### src/rtl/wrq_pkg.sv
// Shared types, constants and codes for the waveform residual quality unit.
`default_nettype none
package wrq_pkg;

  localparam int MAX_POINTS  = 1024;
  localparam int SAMPLE_BITS = 16;

  localparam int N_W     = 11;                      // n_points register width
  localparam int IDX_W   = $clog2(MAX_POINTS);
  localparam int DIFF_W  = SAMPLE_BITS + 1;
  localparam int PROD_W  = 2 * SAMPLE_BITS;
  localparam int PSUM_W  = PROD_W + $clog2(MAX_POINTS) + 1;
  localparam int SUM_W   = 64;
  localparam int SPK_W   = 16;
  localparam int NSPK_W  = N_W + SPK_W;
  localparam int DVD_W   = 64;
  localparam int DVS_W   = 32;
  localparam int ME_W    = 31;
  localparam int RV_W    = 32;
  localparam int Q_W     = 32;

  localparam logic [1:0] REQ_MEAN  = 2'd0;
  localparam logic [1:0] REQ_SPIKE = 2'd1;
  localparam logic [1:0] REQ_END   = 2'd2;

  localparam logic [1:0] ST_VALID    = 2'd0;
  localparam logic [1:0] ST_NO_SPIKE = 2'd1;
  localparam logic [1:0] ST_SILENT   = 2'd2;

  localparam logic [1:0] DSEL_ME = 2'd0;
  localparam logic [1:0] DSEL_RV = 2'd1;
  localparam logic [1:0] DSEL_Q  = 2'd2;

  typedef struct packed {
    logic [1:0]         req_type;
    logic signed [15:0] sample;
    logic [15:0]        cluster_id;
  } wrq_in_t;

  typedef struct packed {
    logic [15:0] out_cluster_id;
    logic [30:0] mean_energy;
    logic [31:0] resid_var;
    logic [31:0] q_score;
    logic [15:0] spike_count;
    logic [1:0]  status;
  } wrq_out_t;

  typedef struct packed {
    logic       accept;
    logic       div_start;
    logic [1:0] div_sel;
    logic       latch_me;
    logic       latch_rv;
    logic       latch_q;
    logic       load_out;
  } wrq_cmd_t;

  typedef struct packed {
    logic in_is_end;
    logic pipe_empty;
    logic div_done;
  } wrq_sts_t;

endpackage
`default_nettype wire

### src/rtl/wrq_ctrl.sv
// Controller: input acceptance, end-of-cluster sequencing and result handshake.
`default_nettype none
module wrq_ctrl (
  input  wire logic              clk,
  input  wire logic              rst_n,
  input  wire logic              in_valid,
  output logic                   in_ready,
  output logic                   out_valid,
  input  wire logic              out_ready,
  input  wire wrq_pkg::wrq_sts_t sts,
  output wrq_pkg::wrq_cmd_t      cmd
);

  localparam logic [3:0] S_RUN   = 4'd0;
  localparam logic [3:0] S_DRAIN = 4'd1;
  localparam logic [3:0] S_MEGO  = 4'd2;
  localparam logic [3:0] S_ME    = 4'd3;
  localparam logic [3:0] S_RVGO  = 4'd4;
  localparam logic [3:0] S_RV    = 4'd5;
  localparam logic [3:0] S_QGO   = 4'd6;
  localparam logic [3:0] S_Q     = 4'd7;
  localparam logic [3:0] S_EMIT  = 4'd8;

  logic [3:0] state_r, state_nxt;
  logic       ov_r, ov_nxt;
  logic       out_free;

  assign in_ready = (state_r == S_RUN);
  assign out_free = !ov_r || out_ready;

  always_comb begin
    state_nxt = state_r;
    cmd       = '0;
    cmd.accept = in_valid && in_ready;
    ov_nxt    = ov_r && !out_ready;
    case (state_r)
      S_RUN: begin
        if (cmd.accept && sts.in_is_end) begin
          state_nxt = S_DRAIN;
        end
      end
      S_DRAIN: begin
        if (sts.pipe_empty) begin
          state_nxt = S_MEGO;
        end
      end
      S_MEGO: begin
        cmd.div_start = 1'b1;
        cmd.div_sel   = wrq_pkg::DSEL_ME;
        state_nxt     = S_ME;
      end
      S_ME: begin
        if (sts.div_done) begin
          cmd.latch_me = 1'b1;
          state_nxt    = S_RVGO;
        end
      end
      S_RVGO: begin
        cmd.div_start = 1'b1;
        cmd.div_sel   = wrq_pkg::DSEL_RV;
        state_nxt     = S_RV;
      end
      S_RV: begin
        if (sts.div_done) begin
          cmd.latch_rv = 1'b1;
          state_nxt    = S_QGO;
        end
      end
      S_QGO: begin
        cmd.div_start = 1'b1;
        cmd.div_sel   = wrq_pkg::DSEL_Q;
        state_nxt     = S_Q;
      end
      S_Q: begin
        if (sts.div_done) begin
          cmd.latch_q = 1'b1;
          state_nxt   = S_EMIT;
        end
      end
      S_EMIT: begin
        // hold until the output register is free, then load and clear the cluster
        if (out_free) begin
          cmd.load_out = 1'b1;
          ov_nxt       = 1'b1;
          state_nxt    = S_RUN;
        end
      end
      default: begin
        state_nxt = S_RUN;
      end
    endcase
  end

  always_ff @(posedge clk) begin
    if (!rst_n) begin
      state_r <= S_RUN;
      ov_r    <= 1'b0;
    end else begin
      state_r <= state_nxt;
      ov_r    <= ov_nxt;
    end
  end

  assign out_valid = ov_r;

endmodule
`default_nettype wire

### config.mk
export PLATFORM = sky130hd
export DESIGN_NAME = wrq_ctrl
export DESIGN_NICKNAME = d
export VERILOG_FILES = /design/src/rtl/wrq_pkg.sv /design/src/rtl/wrq_ctrl.sv
export SDC_FILE = /design/constraint.sdc
export NUM_CORES = 1
export LEC_CHECK = 0
export BUFFER_PORTS_ARGS = -buffer_cell sky130_fd_sc_hd__buf_2
export CAP_MARGIN = 30
export CORE_AREA = 2 2 39 41
export DETAILED_ROUTE_END_ITERATION = 12
export DIE_AREA = 0 0 41 43
export PLACE_DENSITY = 0.59
export SETUP_SLACK_MARGIN = 0.2
export SLEW_MARGIN = 30
export SYNTH_ARGS = -nofsm -noshare
export SYNTH_HDL_FRONTEND = slang
export SYNTH_SLANG_ARGS = --single-unit
### constraint.sdc
create_clock -name clk -period 1.6 [get_ports clk]
set_input_delay 0.08 -clock clk [delete_from_list [all_inputs] [get_ports clk]]
set_output_delay 0.08 -clock clk [all_outputs]
set_load 0.02 [all_outputs]
==> flow_metrics.tcl, run 1 <==
set metrics [dict create \
    status "finished clean" \
    path_cells "and2b_2, nand2_4, nor3b_2, buf_4" \
    power_mw 0.476 \
    dp_hpwl_um 624 \
    grt.busiest_layer "met2" \
    core_area_um2 1380 \
    hold_viol 0 \
    clk_pin_slew_ps 40 \
    clockBufferDepth 2 \
    synthAdderAreaFrac 0 \
    muxShareOfSynthArea 0.0465 \
    grtUsageMet1 0.123 \
    ant_nets 0 \
    ys_seq_area_frac 0.233 \
    synth.area.top_cells "dfxtp_1 23%, buf_6 10%, o311ai_4 6.1%" \
    met3_usage 0.0314 \
    worstReg2RegEnd "state_r[1]" \
    synthArstFlopShare 0 \
    nets 77 \
    yosysWarnings 0 \
    cp.required_ps 1520 \
    post_drt_wl_per_cell_um 10.9 \
    synth_fp_nets 54 \
    synth_edf_count 0 \
    start_util 0.311 \
    synth_xor_xnor_area_share 0.0407 \
    yosys.area_share.simple 0.407 \
    wl_um 925 \
    critical_path_peak_fanout 6 \
    drt_first_pass_iters 4 \
    gr-usage-met2 0.197 \
    drive_above_1_share 0.565 \
    crit_path_start_kind "flip-flop" \
    slew_headroom 0.840 \
    die_w_um 41 \
    power.density_nw_per_um2 809 \
    cpMaxStageDelayCell "dfxtp_4" \
    rr_worst_depth 5 \
    grt_setup_unrepaired "yes" \
    grt_start_max_net_pins 11 \
    p_leak_nw 0.271 \
    fillerInstances 147 \
    netlist_area_um2 430 \
    synth_compound_area_frac 0.151 \
    die_y_um 43 \
    htree_levels 1 \
    grt_antenna_before_repair 0 \
    setup_viol 0 \
    synth_top_family_by_area "simple AND/OR/NAND/NOR gates" \
    hold_start "rst_n" \
    fmax_ghz 0.739 \
    r2r_setup_slack_ps 300 \
    worstHoldEndpoint "out_valid" \
    grt_pass1_wl_mm 1.44 \
    worstSetupPathType "flip-flop to primary output" \
    cp_slowest_stage_delay_ps 360 \
    row_count 14 \
    cts_tree "yes" \
    gp_congestion 0.736 \
    cts_root_buf "clkbuf_4" \
    synthCells 47 \
    synth_top_area_cell "dfxtp_1" \
    tns_ps 0 \
    irDropWorstVdd_mv 0.243 \
    drc 0 \
    min_period_over_period 0.846 \
    vias 403 \
    numCtsBuffers 3 \
    track_usage 0.123 \
    grt_pass1_vias 367 \
    io_pins 17 \
    critPathCaptureType "primary output" \
    ys_types 26 \
    synth_flop_cell "dfxtp_1" \
    diodes 0 \
    fin_crit_ps 1350 \
    holdPathStages 2 \
    layout-area-overhead-vs-synth_pct 36.6 \
    maxCapViolCount 0 \
    multi_input_area_um2 292 \
    dieArea_um2 1760 \
    ff_latch_area_um2 113 \
    io_buffer_count 16 \
    r2r-start "state_r[0]" \
    yosys.area.top_type_share 0.233 \
    avgSynthCellArea_um2 9.16 \
    worst_ep_arrival_time_ps 1270 \
    drv_slew 0 \
    via_per_inst 4.74 \
    insertion_delay_ps 240 \
    drt_iter0_markers 1 \
    overflow 0 \
    worst_clock_skew_ps 0.345 \
    yosys_register_bits 5 \
    clock_sinks 5 \
    tightest_slew_ps 238 \
    hp-class "primary input to flip-flop" \
]
## cell families (layout without fill, tap and decap cells)
family	after synthesis	after routing
AO/OA/AOI/OAI	6	6
XOR/XNOR	2	2
buffers and inverters	6	28
flip-flops	5	5
multiplexers	2	2
AND/OR/NAND/NOR	26	26
## layer usage
layer / vias to the layer above / routed length [µm] / part of all wire
met5: - / 0 / 0
met4: 0 / 12 / 0.013
met3: 2 / 56 / 0.061
met2: 16 / 463 / 0.50
met1: 181 / 393 / 0.42
li1: 204 / - / -
## Yosys cell counts (2+ instances only)
cell type  number
mux2i_1         2
buf_6           4
nor2_1          3
nor2b_1         2
nand2_1         6
nand3b_1        3
nor3_1          3
dfxtp_1         5
o21ai_1         2
## worst max-delay path, delay by kind of cell, from the launching register on
family / cells / cell delay [ps]
flip-flops: 1 / 360
buffers and inverters: 1 / 160
AND/OR/NAND/NOR: 3 / 520
## power by group
group	internal (mW)	switching (mW)	total (mW)
Clock	0.0943	0.0522	0.146
Combinational	0.0865	0.0883	0.175
Sequential	0.134	0.0206	0.155
## through the flow
step | cells | hold WS [ps] | setup WS, ps | area [µm²] | util
2_1_floorplan | 47 | 331 | 230 | 430 | -
3_3_place_gp | 76 | 396 | 249 | 497 | 0.359
3_5_place_dp | 76 | 390 | 226 | 497 | 0.359
4_1_cts | 80 | 138 | 135 | 529 | 0.382
5_1_grt | 85 | 150 | 158 | 588 | 0.425
6_report | 85 | 146 | 247 | 588 | 0.425
## cell usage in the layout, fill, tap and decap left out, types with 2 or more instances in the layout
cell      count
o21ai_1       2
nand3b_1      3
nand2_1       5
clkbuf_4      3
nor3_1        3
buf_2        15
mux2i_1       2
clkbuf_2      2
nor2b_1       2
buf_4         5
nor2_1        3
dfxtp_4       3
## final cells by class
cell class	instances	share of cell area
clock buffer	4	0.0447
inverter	1	0.00638
multi-input combinational	36	0.496
sequential	5	0.191
tap	16	0.0340
timing repair buffer	23	0.228
## state kept, by name, indices dropped and copies added, names as in the netlist
register   count
state_r        4
out_valid      1
## worst max path at each step
stage | start | endpoint | cells past startpoint
floorplan | state_r[3] | cmd[3] | 4
global placement | state_r[0] | cmd[3] | 4
detailed placement | state_r[0] | cmd[3] | 4
CTS | state_r[0] | cmd[3] | 4
global route | state_r[3] | cmd[3] | 4
finish | state_r[3] | cmd[3] | 4
## what timing repair did
action	4_1_cts	5_1_grt
resized for setup	5	8
hold buffers	0	0
pin swaps	0	3
endpoints found under the setup margin	8	8
buffers inserted	0	5
(Power assumes the default switching activity.)
==> run 2: changes to the inputs <==
- ABC_AREA: default -> 1
- PLACE_DENSITY: 0.59 -> 0.57
- clock period: 1.6 -> 1.15 ns (I/O delays scaled with it)
==> run 2 against run 1 <==
Against the previous run: the run now ends with negative setup slack left; sequential cell count unchanged; clock power up 39%; non-clock buffer count down 2; die area unchanged; worst setup slack worse by 260 ps; clock skew up 2.4 ps; hold slack worse by 93 ps; synthesized cell count up 38%; cell area up 16%; combinational power rose to 4.5 times the previous value; utilization up 7.0 points; critical endpoint is now state_r[2]; highest routed layer unchanged.
==> flow_metrics.tcl, run 2 <==
set metrics [dict create \
    dp_hpwl_um 798 \
    via_per_inst 4.48 \
    r2r_setup_slack_ps -10 \
    cts_root_buf "clkbuf_4" \
    synth_flop_cell "dfxtp_1" \
    clk_pin_slew_ps 40 \
    drt_first_pass_iters 4 \
    muxShareOfSynthArea 0 \
    critPathCaptureType "flip-flop" \
    layout.cells.most_common "inv_1" \
    worst_ep_arrival_time_ps 1340 \
    synth_compound_area_frac 0.102 \
    drc 0 \
    grt_antenna_before_repair 0 \
    min_period_over_period 1.01 \
    crit_path_start_kind "flip-flop" \
    synth_edf_count 0 \
    grt_pass1_wl_mm 1.67 \
    insertion_delay_ps 240 \
    die_y_um 43 \
    post_drt_wl_per_cell_um 10.2 \
    yosys.area.top_type_share 0.262 \
    grt_pass1_vias 446 \
    yosys.area_share.simple 0.479 \
    power_mw 1.27 \
    crit_buf_inv 1 \
    dieArea_um2 1760 \
    io_pins 17 \
    clockBufferDepth 2 \
    ant_nets 0 \
    r2r-start "state_r[1]" \
    rr_worst_depth 7 \
    placed_cells 97 \
    layout-area-overhead-vs-synth_pct 79.3 \
    worst_clock_skew_ps 2.70 \
    clock_sinks 5 \
    track_usage 0.140 \
    cp_slowest_stage_delay_ps 390 \
    avgSynthCellArea_um2 5.87 \
    cts_tree "yes" \
    yosys_register_bits 5 \
    path_cells "nor2_4, buf_4, nand3_2, nand2_2, nor2_4, nand2_2, a21oi_2" \
    synthArstFlopShare 0 \
    worst-path-stages 7 \
    p_leak_nw 0.326 \
    preCtsSetupSlack_ps 62.4 \
    final_cell_mix "12 x inv_1, 10 x buf_4, 9 x nand2_2" \
    drt_iter0_markers 8 \
    die_w_um 41 \
    critical_path_peak_fanout 5 \
    status "finished with violations" \
    synthAdderAreaFrac 0 \
    synth.most_common_cell "inv_1" \
    vias 475 \
    final-instance-count-excl-fill 106 \
    fin_crit_ps 1160 \
    drive_above_1_share 0.667 \
    synth_top_family_by_area "simple AND/OR/NAND/NOR gates" \
    ys_seq_area_frac 0.262 \
    nets 98 \
    worstSetupPathType "flip-flop to flip-flop" \
    hp-class "primary input to flip-flop" \
    gp_congestion 0.753 \
    numCtsBuffers 3 \
    wl_mm 1.08 \
    maxCapViolCount 0 \
    htree_levels 1 \
    synth_common_cells "14 x inv_1, 11 x nand2_1, 11 x nor2_1" \
    path_delay_family "simple AND/OR/NAND/NOR gates" \
    violations "negative setup slack" \
    diodes 0 \
    crit_path_end "state_r[2]" \
    synth_fp_nets 72 \
    netlist_area_um2 382 \
    cp.required_ps 1320 \
    row_count 14 \
    tightest_slew_ps 205 \
    slew_headroom 0.863 \
    crit_start "state_r[1]" \
    hold_viol 0 \
    fmax_ghz 0.859 \
    yosysWarnings 0 \
    tns_ps -29.7 \
    ys_types 13 \
    setup_ws_ps -13.8 \
    io_buffer_count 16 \
    holdPathStages 3 \
    ctsHoldBuffers 0 \
    regMostFlops "state_r" \
    grt_start_max_net_pins 6 \
    largest_register_ffs 4 \
    synth_xor_xnor_area_share 0 \
    start_util 0.276 \
    irDropWorstVdd_mv 0.759 \
    core_area_um2 1380 \
    setup_viol 4 \
    drv_slew 0 \
    cpMaxStageDelayCell "dfxtp_4" \
    worstReg2RegEnd "state_r[2]" \
    synthCells 65 \
    power.density_nw_per_um2 1860 \
    overflow 0 \
    synth_top_area_cell "dfxtp_1" \
    synth.area.top_cells "dfxtp_1 26%, inv_1 14%, nand2_1 11%" \
    grt_setup_unrepaired "yes" \
]
## run 2: cell types whose count changed after synthesis, sizes merged, moves of 3 or more
cell | before | now
a21oi | 0 | 6
nand3b | 3 | 0
nand2 | 7 | 14
nand3 | 0 | 6
nor2 | 3 | 16
buf | 4 | 0
inv | 1 | 16
## run 2: worst min-delay path by stage
stage / from / slack (ps) / end
after detailed placement: rst_n / 310 / state_r[1]
after global routing: rst_n / 50 / state_r[1]
after floorplan: rst_n / 170 / state_r[1]
final: rst_n / 50 / state_r[1]
after global placement: rst_n / 310 / state_r[1]
after CTS: rst_n / 40 / state_r[1]
## run 2: per-stage QoR
stage / instance area, µm² / hold WS [ps] / utilization
floorplan: 414 / 170 / -
global placement: 514 / 309 / 0.372
detailed placement: 514 / 306 / 0.372
CTS: 658 / 43.4 / 0.476
global route: 684 / 50.7 / 0.495
finish: 684 / 52.8 / 0.495
## run 2: kinds of logic (layout without fill, tap and decap cells)
logic type             Yosys count  after routing
AND/OR/NAND/NOR                 37             37
AO/OA/AOI/OAI                    7              7
flip-flops                       5              5
buffers and inverters           16             41
## run 2: power by group
| part | switching [mW] | internal [mW] |
|---|---|---|
| Clock | 0.0721 | 0.131 |
| Combinational | 0.438 | 0.343 |
| Sequential | 0.0684 | 0.220 |
## run 2: repair_timing
| action | 4_1_cts | 5_1_grt |
|---|---|---|
| endpoints found under the setup margin | 13 | 13 |
| setup buffers | 5 | 0 |
| gates resized for setup | 29 | 8 |
| pin swaps | 5 | 4 |
## run 2: final cells by class
| cell class | instances | area [µm²] |
|---|---|---|
| well taps | 16 | 20.0 |
| multi-input cells | 44 | 299 |
| repair buffers | 21 | 155 |
| fillers | 138 | 699 |
| flip-flops and latches | 5 | 119 |
| inverters | 16 | 65.1 |
| clock buffers | 4 | 26.3 |
## run 2: worst register-to-register path, cell delays in order, from the launching register on
cell and delay (ps):
dfxtp_4 390, nor2_4 60, buf_4 130, nand3_2 100, nand2_2 80, nor2_4 160
nand2_2 70, a21oi_2 110
## run 2: per-layer routing
metal  track usage  vias up  share of wire
met1         0.151      214           0.37
met2         0.238       15           0.57
met4        0.0400        0          0.013
met3        0.0524        2          0.054
li1              -      244              -
met5             0        -              0
